<file path="config.mk">
export PLATFORM = sky130hd
export DESIGN_NAME = local_date_to_epoch_seconds
export DESIGN_NICKNAME = d
export VERILOG_FILES = /design/src/sv/ldte_pkg.sv /design/src/sv/ldte_calendar.sv /design/src/sv/ldte_scale.sv /design/src/sv/local_date_to_epoch_seconds.sv
export VERILOG_INCLUDE_DIRS = /design/src /design/src/sv
export SDC_FILE = /design/constraint.sdc
export NUM_CORES = 1
export LEC_CHECK = 0
export ABC_AREA = 1
export BUFFER_PORTS_ARGS = -buffer_cell sky130_fd_sc_hd__buf_2
export CELL_PAD_IN_SITES_DETAIL_PLACEMENT = 0
export CELL_PAD_IN_SITES_GLOBAL_PLACEMENT = 2
export CORE_MARGIN = 2
export CORE_UTILIZATION = 39
export CTS_CLUSTER_DIAMETER = 50
export DETAILED_ROUTE_END_ITERATION = 8
export PLACE_DENSITY_LB_ADDON = 0.1
export SLEW_MARGIN = 20
export SYNTH_ARGS = -nofsm -noshare
export SYNTH_HDL_FRONTEND = slang
export SYNTH_SLANG_ARGS = --single-unit
</file>
<file path="constraint.sdc">
create_clock -name clock -period 9.65 [get_ports clock]
set_clock_uncertainty 0.1 [all_clocks]
set_input_delay 1.93 -clock clock [delete_from_list [all_inputs] [get_ports clock]]
set_output_delay 1.93 -clock clock [all_outputs]
set_load 0.02 [all_outputs]
</file>
<file path="src/sv/local_date_to_epoch_seconds_assert.svh">
// Assertion macros for the local date to epoch seconds block.
// Included by the top level; no other dependencies.
`ifndef LOCAL_DATE_TO_EPOCH_SECONDS_ASSERT_SVH
`define LOCAL_DATE_TO_EPOCH_SECONDS_ASSERT_SVH

// same-cycle implication
`define LDTE_ASSERT_NOW(label, clk, rst, ante, cons) \
   label: assert property (@(posedge clk) disable iff (rst) (ante) |-> (cons)) \
      else $error("ldte assertion failed");

// next-cycle implication
`define LDTE_ASSERT_NEXT(label, clk, rst, ante, cons) \
   label: assert property (@(posedge clk) disable iff (rst) (ante) |=> (cons)) \
      else $error("ldte assertion failed");

`endif

</file>
<file path="src/sv/ldte_pkg.sv">
// Shared widths, constants and the month start table of the date to epoch block.
// No dependencies.
package ldte_pkg;

   localparam int YEAR_W   = 8;
   localparam int MONTH_W  = 4;
   localparam int DAY_W    = 5;
   localparam int HOUR_W   = 5;
   localparam int MINUTE_W = 6;
   localparam int SECOND_W = 6;
   localparam int OFFSET_W = 17;
   localparam int EPOCH_W  = 33;

   localparam int DAYS_W   = 17;   // day count since 1970
   localparam int TOD_W    = 17;   // seconds within the day, unchecked fields
   localparam int ADJ_W    = 19;   // time of day minus offset, signed
   localparam int MSTART_W = 9;

   localparam int EPOCH_TO_BASE_DAYS = 10957;   // 1970-01-01 to 2000-01-01
   localparam int DAYS_COMMON_YEAR   = 365;
   localparam int SECS_DAY           = 86400;
   localparam int SECS_HOUR          = 3600;
   localparam int SECS_MINUTE        = 60;
   localparam int MONTHS_PER_YEAR    = 12;
   localparam int CENTURY_ONE        = 100;   // year 2100, not leap
   localparam int CENTURY_TWO        = 200;   // year 2200, not leap

   typedef struct packed {
      logic advance;
   } pipe_ctl_type;

   // days before the first of the month that follows full_months whole months
   function automatic logic [MSTART_W-1:0] month_start_days(
      input logic [MONTH_W-1:0] full_months,
      input logic               leap
   );
      logic [MSTART_W-1:0] base;
      unique case (full_months)
         4'd0:    base = 9'd0;
         4'd1:    base = 9'd31;
         4'd2:    base = 9'd59;
         4'd3:    base = 9'd90;
         4'd4:    base = 9'd120;
         4'd5:    base = 9'd151;
         4'd6:    base = 9'd181;
         4'd7:    base = 9'd212;
         4'd8:    base = 9'd243;
         4'd9:    base = 9'd273;
         4'd10:   base = 9'd304;
         4'd11:   base = 9'd334;
         default: base = 9'd365;
      endcase
      if (leap && (full_months >= 4'd2)) begin
         base = base + 9'd1;
      end
      return base;
   endfunction

endpackage

</file>
<file path="src/sv/ldte_calendar.sv">
// Stage one: calendar fields to a day count since 1970 and seconds of the day.
// Depends on ldte_pkg.
module ldte_calendar (
   input  logic                            clock,
   input  logic                            reset,
   input  ldte_pkg::pipe_ctl_type          ctl,
   input  logic                            in_valid,
   input  logic [ldte_pkg::YEAR_W-1:0]     year_offset,
   input  logic [ldte_pkg::MONTH_W-1:0]    month_number,
   input  logic [ldte_pkg::DAY_W-1:0]      day_of_month,
   input  logic [ldte_pkg::HOUR_W-1:0]     hour_of_day,
   input  logic [ldte_pkg::MINUTE_W-1:0]   minute_of_hour,
   input  logic [ldte_pkg::SECOND_W-1:0]   second_of_minute,
   output logic                            s1_valid,
   output logic [ldte_pkg::DAYS_W-1:0]     s1_days,
   output logic [ldte_pkg::TOD_W-1:0]      s1_tod
);
   import ldte_pkg::*;

   logic                 valid_ff, valid_in;
   logic [DAYS_W-1:0]    days_ff, days_in;
   logic [TOD_W-1:0]     tod_ff, tod_in;

   logic [YEAR_W:0]      yo_ext;
   logic [6:0]           leap_count;
   logic                 leap;
   logic [MONTH_W-1:0]   full_months;
   logic [MSTART_W-1:0]  month_start;
   logic [DAYS_W-1:0]    year_days;

   always_comb begin
      yo_ext = {1'b0, year_offset};
      // leap years in [2000, year): multiples of four, less skipped centuries
      leap_count = 7'((yo_ext + 9'd3) >> 2);
      if (yo_ext > 9'(CENTURY_ONE)) begin
         leap_count = leap_count - 7'd1;
      end
      if (yo_ext > 9'(CENTURY_TWO)) begin
         leap_count = leap_count - 7'd1;
      end
      leap = (year_offset[1:0] == 2'b00) && (yo_ext != 9'(CENTURY_ONE))
             && (yo_ext != 9'(CENTURY_TWO));

      priority if (month_number == '0) begin
         full_months = '0;
      end else if (month_number > MONTH_W'(MONTHS_PER_YEAR)) begin
         full_months = MONTH_W'(MONTHS_PER_YEAR);
      end else begin
         full_months = month_number - MONTH_W'(1);
      end
      month_start = month_start_days(full_months, leap);

      year_days = DAYS_W'(year_offset) * DAYS_W'(DAYS_COMMON_YEAR);
      days_in = DAYS_W'(EPOCH_TO_BASE_DAYS) + year_days + DAYS_W'(leap_count)
                + DAYS_W'(month_start) + DAYS_W'(day_of_month) - DAYS_W'(1);
      tod_in = TOD_W'(hour_of_day) * TOD_W'(SECS_HOUR)
               + TOD_W'(minute_of_hour) * TOD_W'(SECS_MINUTE)
               + TOD_W'(second_of_minute);
      valid_in = in_valid;
   end

   always_ff @(posedge clock) begin
      if (reset) begin
         valid_ff <= 1'b0;
      end else if (ctl.advance) begin
         valid_ff <= valid_in;
      end
   end

   always_ff @(posedge clock) begin
      if (ctl.advance) begin
         days_ff <= days_in;
         tod_ff  <= tod_in;
      end
   end

   assign s1_valid = valid_ff;
   assign s1_days  = days_ff;
   assign s1_tod   = tod_ff;

endmodule

</file>
<file path="src/sv/ldte_scale.sv">
// Stage two: day count times seconds per day, time of day less the UTC offset.
// Depends on ldte_pkg.
module ldte_scale (
   input  logic                            clock,
   input  logic                            reset,
   input  ldte_pkg::pipe_ctl_type          ctl,
   input  logic                            s1_valid,
   input  logic [ldte_pkg::DAYS_W-1:0]     s1_days,
   input  logic [ldte_pkg::TOD_W-1:0]      s1_tod,
   input  logic [ldte_pkg::OFFSET_W-1:0]   utc_offset,
   output logic                            s2_valid,
   output logic [ldte_pkg::EPOCH_W-1:0]    s2_product,
   output logic [ldte_pkg::ADJ_W-1:0]      s2_tod_adj
);
   import ldte_pkg::*;

   logic                  valid_ff;
   logic [EPOCH_W-1:0]    product_ff, product_in;
   logic [ADJ_W-1:0]      tod_adj_ff, tod_adj_in;
   logic [EPOCH_W:0]      product_full;

   always_comb begin
      product_full = (EPOCH_W+1)'(s1_days) * (EPOCH_W+1)'(SECS_DAY);
      product_in   = product_full[EPOCH_W-1:0];
      // two's complement difference, sign carried in the top bit
      tod_adj_in   = {{(ADJ_W-TOD_W){1'b0}}, s1_tod}
                     - {{(ADJ_W-OFFSET_W){utc_offset[OFFSET_W-1]}}, utc_offset};
   end

   always_ff @(posedge clock) begin
      if (reset) begin
         valid_ff <= 1'b0;
      end else if (ctl.advance) begin
         valid_ff <= s1_valid;
      end
   end

   always_ff @(posedge clock) begin
      if (ctl.advance) begin
         product_ff <= product_in;
         tod_adj_ff <= tod_adj_in;
      end
   end

   assign s2_valid   = valid_ff;
   assign s2_product = product_ff;
   assign s2_tod_adj = tod_adj_ff;

endmodule

</file>
<file path="src/sv/local_date_to_epoch_seconds.sv">
// Local calendar time to Unix epoch seconds: top level, offset register, output stage.
// Depends on ldte_pkg, ldte_calendar, ldte_scale and the assertion header.
//
// Takes one word per cycle unless the pipe is held, and returns its epoch seconds
// through three register stages: day count and time of day from the calendar
// fields, the 17 x 17 bit multiply by seconds per day with the UTC offset
// applied, and the final 33 bit add in the output register. The Gregorian rule
// holds for all years, so 2100 and 2200 are common years. Fields are not checked
// against month length; the result wraps modulo 2^33. rsp_stall holds the whole
// pipe, and req_stall follows it in the same cycle while a result waits.
// csr_wr_data is the signed UTC offset, local minus UTC, written whenever
// csr_wr_en is high; it resets to zero.
`include "local_date_to_epoch_seconds_assert.svh"

module local_date_to_epoch_seconds (
   input  logic                            clock,
   input  logic                            reset,
   input  logic                            req_valid,
   output logic                            req_stall,
   input  logic [ldte_pkg::YEAR_W-1:0]     req_year_offset,
   input  logic [ldte_pkg::MONTH_W-1:0]    req_month_number,
   input  logic [ldte_pkg::DAY_W-1:0]      req_day_of_month,
   input  logic [ldte_pkg::HOUR_W-1:0]     req_hour_of_day,
   input  logic [ldte_pkg::MINUTE_W-1:0]   req_minute_of_hour,
   input  logic [ldte_pkg::SECOND_W-1:0]   req_second_of_minute,
   output logic                            rsp_valid,
   input  logic                            rsp_stall,
   output logic [ldte_pkg::EPOCH_W-1:0]    rsp_epoch_seconds,
   input  logic                            csr_wr_en,
   input  logic [ldte_pkg::OFFSET_W-1:0]   csr_wr_data
);
   import ldte_pkg::*;

   pipe_ctl_type          ctl;
   logic [OFFSET_W-1:0]   offset_ff;
   logic                  s1_valid, s2_valid;
   logic [DAYS_W-1:0]     s1_days;
   logic [TOD_W-1:0]      s1_tod;
   logic [EPOCH_W-1:0]    s2_product;
   logic [ADJ_W-1:0]      s2_tod_adj;
   logic                  out_valid_ff;
   logic [EPOCH_W-1:0]    epoch_ff, epoch_in;

   // whole pipe moves unless a result sits at the output and is stalled
   assign ctl.advance = !(out_valid_ff && rsp_stall);
   assign req_stall   = !ctl.advance;

   always_ff @(posedge clock) begin
      if (reset) begin
         offset_ff <= '0;
      end else if (csr_wr_en) begin
         offset_ff <= csr_wr_data;
      end
   end

   ldte_calendar u_calendar (
      .clock            (clock),
      .reset            (reset),
      .ctl              (ctl),
      .in_valid         (req_valid),
      .year_offset      (req_year_offset),
      .month_number     (req_month_number),
      .day_of_month     (req_day_of_month),
      .hour_of_day      (req_hour_of_day),
      .minute_of_hour   (req_minute_of_hour),
      .second_of_minute (req_second_of_minute),
      .s1_valid         (s1_valid),
      .s1_days          (s1_days),
      .s1_tod           (s1_tod)
   );

   ldte_scale u_scale (
      .clock      (clock),
      .reset      (reset),
      .ctl        (ctl),
      .s1_valid   (s1_valid),
      .s1_days    (s1_days),
      .s1_tod     (s1_tod),
      .utc_offset (offset_ff),
      .s2_valid   (s2_valid),
      .s2_product (s2_product),
      .s2_tod_adj (s2_tod_adj)
   );

   assign epoch_in = s2_product + {{(EPOCH_W-ADJ_W){s2_tod_adj[ADJ_W-1]}}, s2_tod_adj};

   always_ff @(posedge clock) begin
      if (reset) begin
         out_valid_ff <= 1'b0;
      end else if (ctl.advance) begin
         out_valid_ff <= s2_valid;
      end
   end

   always_ff @(posedge clock) begin
      if (ctl.advance) begin
         epoch_ff <= epoch_in;
      end
   end

   assign rsp_valid         = out_valid_ff;
   assign rsp_epoch_seconds = epoch_ff;

   `LDTE_ASSERT_NEXT(a_s1_to_s2, clock, reset, s1_valid && ctl.advance, s2_valid)
   `LDTE_ASSERT_NEXT(a_s2_to_out, clock, reset, s2_valid && ctl.advance, rsp_valid)
   `LDTE_ASSERT_NEXT(a_hold_s2, clock, reset, s2_valid && !ctl.advance, s2_valid && $stable(s2_product))

endmodule

</file>
==> flow_metrics.tcl <==
set metrics [dict create \
    outcome "complete, no violations" \
    hp-start "u_scale.s2_tod_adj[1]" \
    diodes 0 \
    row_count 71 \
    drcViolationCount 0 \
    async_reset_ff_share_pct 0 \
    ys_types 39 \
    layout.nets 2264 \
    clk_pin_slew_ns 0.07 \
    yosys-top-cells-area "edfxtp_1 23%, ha_1 22%, fa_1 12%" \
    synth_area_um2 14900 \
    cp-start-kind "primary input" \
    synth_edf_count 112 \
    die_area_um2 39800 \
    drive_above_1_share_pct 7.97 \
    postCtsHoldBufs 0 \
    cts_tree "done" \
    ys_ff_latch 132 \
    layout_common_cells "364 x inv_1, 278 x nand2_1, 261 x ha_1" \
    coreArea_um2 37700 \
    period_needed_ns 7.55 \
    antenna_left 0 \
    start_util_pct 39.6 \
    worst_pin_slew_ns 0.999 \
    num_vias 11225 \
    cp_slowest_cell "fa_1" \
    final_common_cell "inv_1" \
    required_ns 9.72 \
    hold_viol_final 0 \
    wirelength_mm 33.9 \
    vias_per_cell 4.72 \
    clock_latency_ns 0.43 \
    rsz0062_at_grt "false" \
    synth_top_area_share_pct 22.6 \
    gr-usage-all-layers_pct 18.1 \
    clockRootBuffer "clkbuf_16" \
    gr-total-overflow 0 \
    die_w_um 199 \
    avgSynthCellArea_um2 8.51 \
    dr.pass1.iters 7 \
    worst-path-buf-inv 9 \
    cp_common_cell "inv_1" \
    startpoint "req_month_number[0]" \
    worst_setup_path_end_kind "flip-flop" \
    gp_congestion 0.822 \
    drv_slew 0 \
    numPortBuffers 90 \
    cts_setup_buffers 0 \
    cts_buffers 17 \
    dp_hpwl_mm 29.2 \
    cts_resized 0 \
    drt_iter0_drc 432 \
    slew_headroom_pct 33.4 \
    synth_flop_cell "edfxtp_1" \
    cts.sinks 132 \
    fill_cells 3871 \
    synth_fp_nets 2160 \
    syn_inst 1752 \
    hold_class "reg2reg" \
    cap_violations 0 \
    synth-warning-count 0 \
    setup_viol 0 \
    syn2layout_area_growth_pct 11.2 \
    htreeDepth 4 \
    cts_buffer_depth 2 \
    crit_type "in2reg" \
    synth_top_cell_by_area "edfxtp_1" \
    grt_pass1_wl_mm 57.4 \
    r2r-start "u_calendar.s1_days[5]" \
    crit_arrival_ns 7.62 \
    ys_seq_area_share_pct 25.3 \
    crit_path_max_fanout 6 \
    critPathTopFamily "adder cells" \
    fmax_mhz 132 \
    slowest_delay_ns 0.53 \
    first_global_vias 11561 \
    die_y_um 199 \
    fin_setup_tns_ns 0 \
    wl_per_cell_um 14.2 \
    grt_antenna_before_repair 1 \
    finalCritPeriodShare_pct 78.2 \
    grt_max_degree 80 \
    io_pins 91 \
]
[kinds of logic after synthesis]
family	count (synthesis)	share of synthesized area, %
compound gates	226	8.66
xor+xnor	107	6.34
fa+ha+maj	352	34.1
buf+inv	372	9.42
flops	132	25.3
simple gates	563	16.2
[routing by layer]
| layer | share of wire (%) | up-vias | global-route usage (%) |
|---|---|---|---|
| met2 | 47 | 103 | 31.0 |
| met3 | 1.9 | 20 | 1.97 |
| met5 | 0.035 | - | 0 |
| met1 | 50 | 5171 | 24.9 |
| li1 | - | 5929 | - |
| met4 | 0.86 | 2 | 3.48 |
[synth_stat cells, types with 4 or more instances]
| cell type | number |
|---|---|
| a211oi_1 | 18 |
| nor2_1 | 124 |
| nand3_1 | 82 |
| nor2_2 | 5 |
| nand2_2 | 8 |
| xor2_1 | 70 |
| a21o_1 | 11 |
| fa_1 | 91 |
| xnor2_1 | 36 |
| nor3_1 | 19 |
| inv_1 | 364 |
| nand4_1 | 34 |
| o21a_1 | 4 |
| ha_1 | 261 |
| nand3_2 | 4 |
| nand2_1 | 279 |
| dfxtp_1 | 20 |
| o21ai_0 | 51 |
| o211ai_1 | 4 |
| a21boi_0 | 4 |
| o21bai_1 | 11 |
| edfxtp_1 | 112 |
| o21ai_1 | 7 |
| a21oi_1 | 105 |
[state kept, by name, indices dropped and copies added, names as in the netlist]
| register | count |
|---|---|
| rsp_epoch_seconds | 33 |
| u_scale.s2_product | 26 |
| u_scale.s2_tod_adj | 19 |
| offset_ff | 17 |
| u_calendar.s1_days | 17 |
| u_calendar.s1_tod | 17 |
| rsp_valid | 1 |
| u_calendar.s1_valid | 1 |
| u_scale.s2_valid | 1 |
[worst register-to-register path: stages (launching register included)]
cell and delay, ns:
edfxtp_1 0.50, ha_1 0.32, inv_1 0.05, fa_1 0.50, inv_1 0.05, fa_1 0.46, ha_1 0.30, inv_1 0.05
fa_1 0.49, inv_1 0.04, ha_1 0.34, inv_1 0.13, o21bai_1 0.09, a21oi_1 0.24, a21boi_0 0.34, o21ai_0 0.15
xor2_1 0.18
[path summary, 6_finish.rpt]
| check | cells after the start | slack [ns] | to |
|---|---|---|---|
| worst max-delay path | 32 | 2.10 | u_calendar.s1_days[13] |
| worst min-delay path | 0 | 0.32 | rsp_epoch_seconds[1] |
| worst max register to register | 16 | 5.07 | u_scale.s2_product[24] |
| worst min register to register | 0 | 0.32 | rsp_epoch_seconds[1] |
[area by class of cell]
cell class	instances	area [um2]	share of cell area [%]
sequential	132	3760	22.7
clock inverter	15	164	0.989
multi-input combinational	1248	9740	58.8
timing repair buffer	91	458	2.76
clock buffer	17	425	2.57
tap	511	639	3.86
inverter	366	1370	8.29
[metrics by stage]
step	instance area (um2)	std cells	utilization, %	hold WS (ns)	setup slack [ns]
6_report	16600	2380	44.0	0.320	2.10
4_1_cts	16600	2380	44.0	0.321	2.09
5_1_grt	16600	2380	44.0	0.328	1.72
2_1_floorplan	14900	1752	-	0.300	2.27
3_3_place_gp	16000	2348	42.4	0.303	1.75
3_5_place_dp	16000	2348	42.4	0.307	1.61
Power is left out: the tool's default activity adds up to more than one toggle a clock period on the data nets, which glitch-free logic cannot reach.
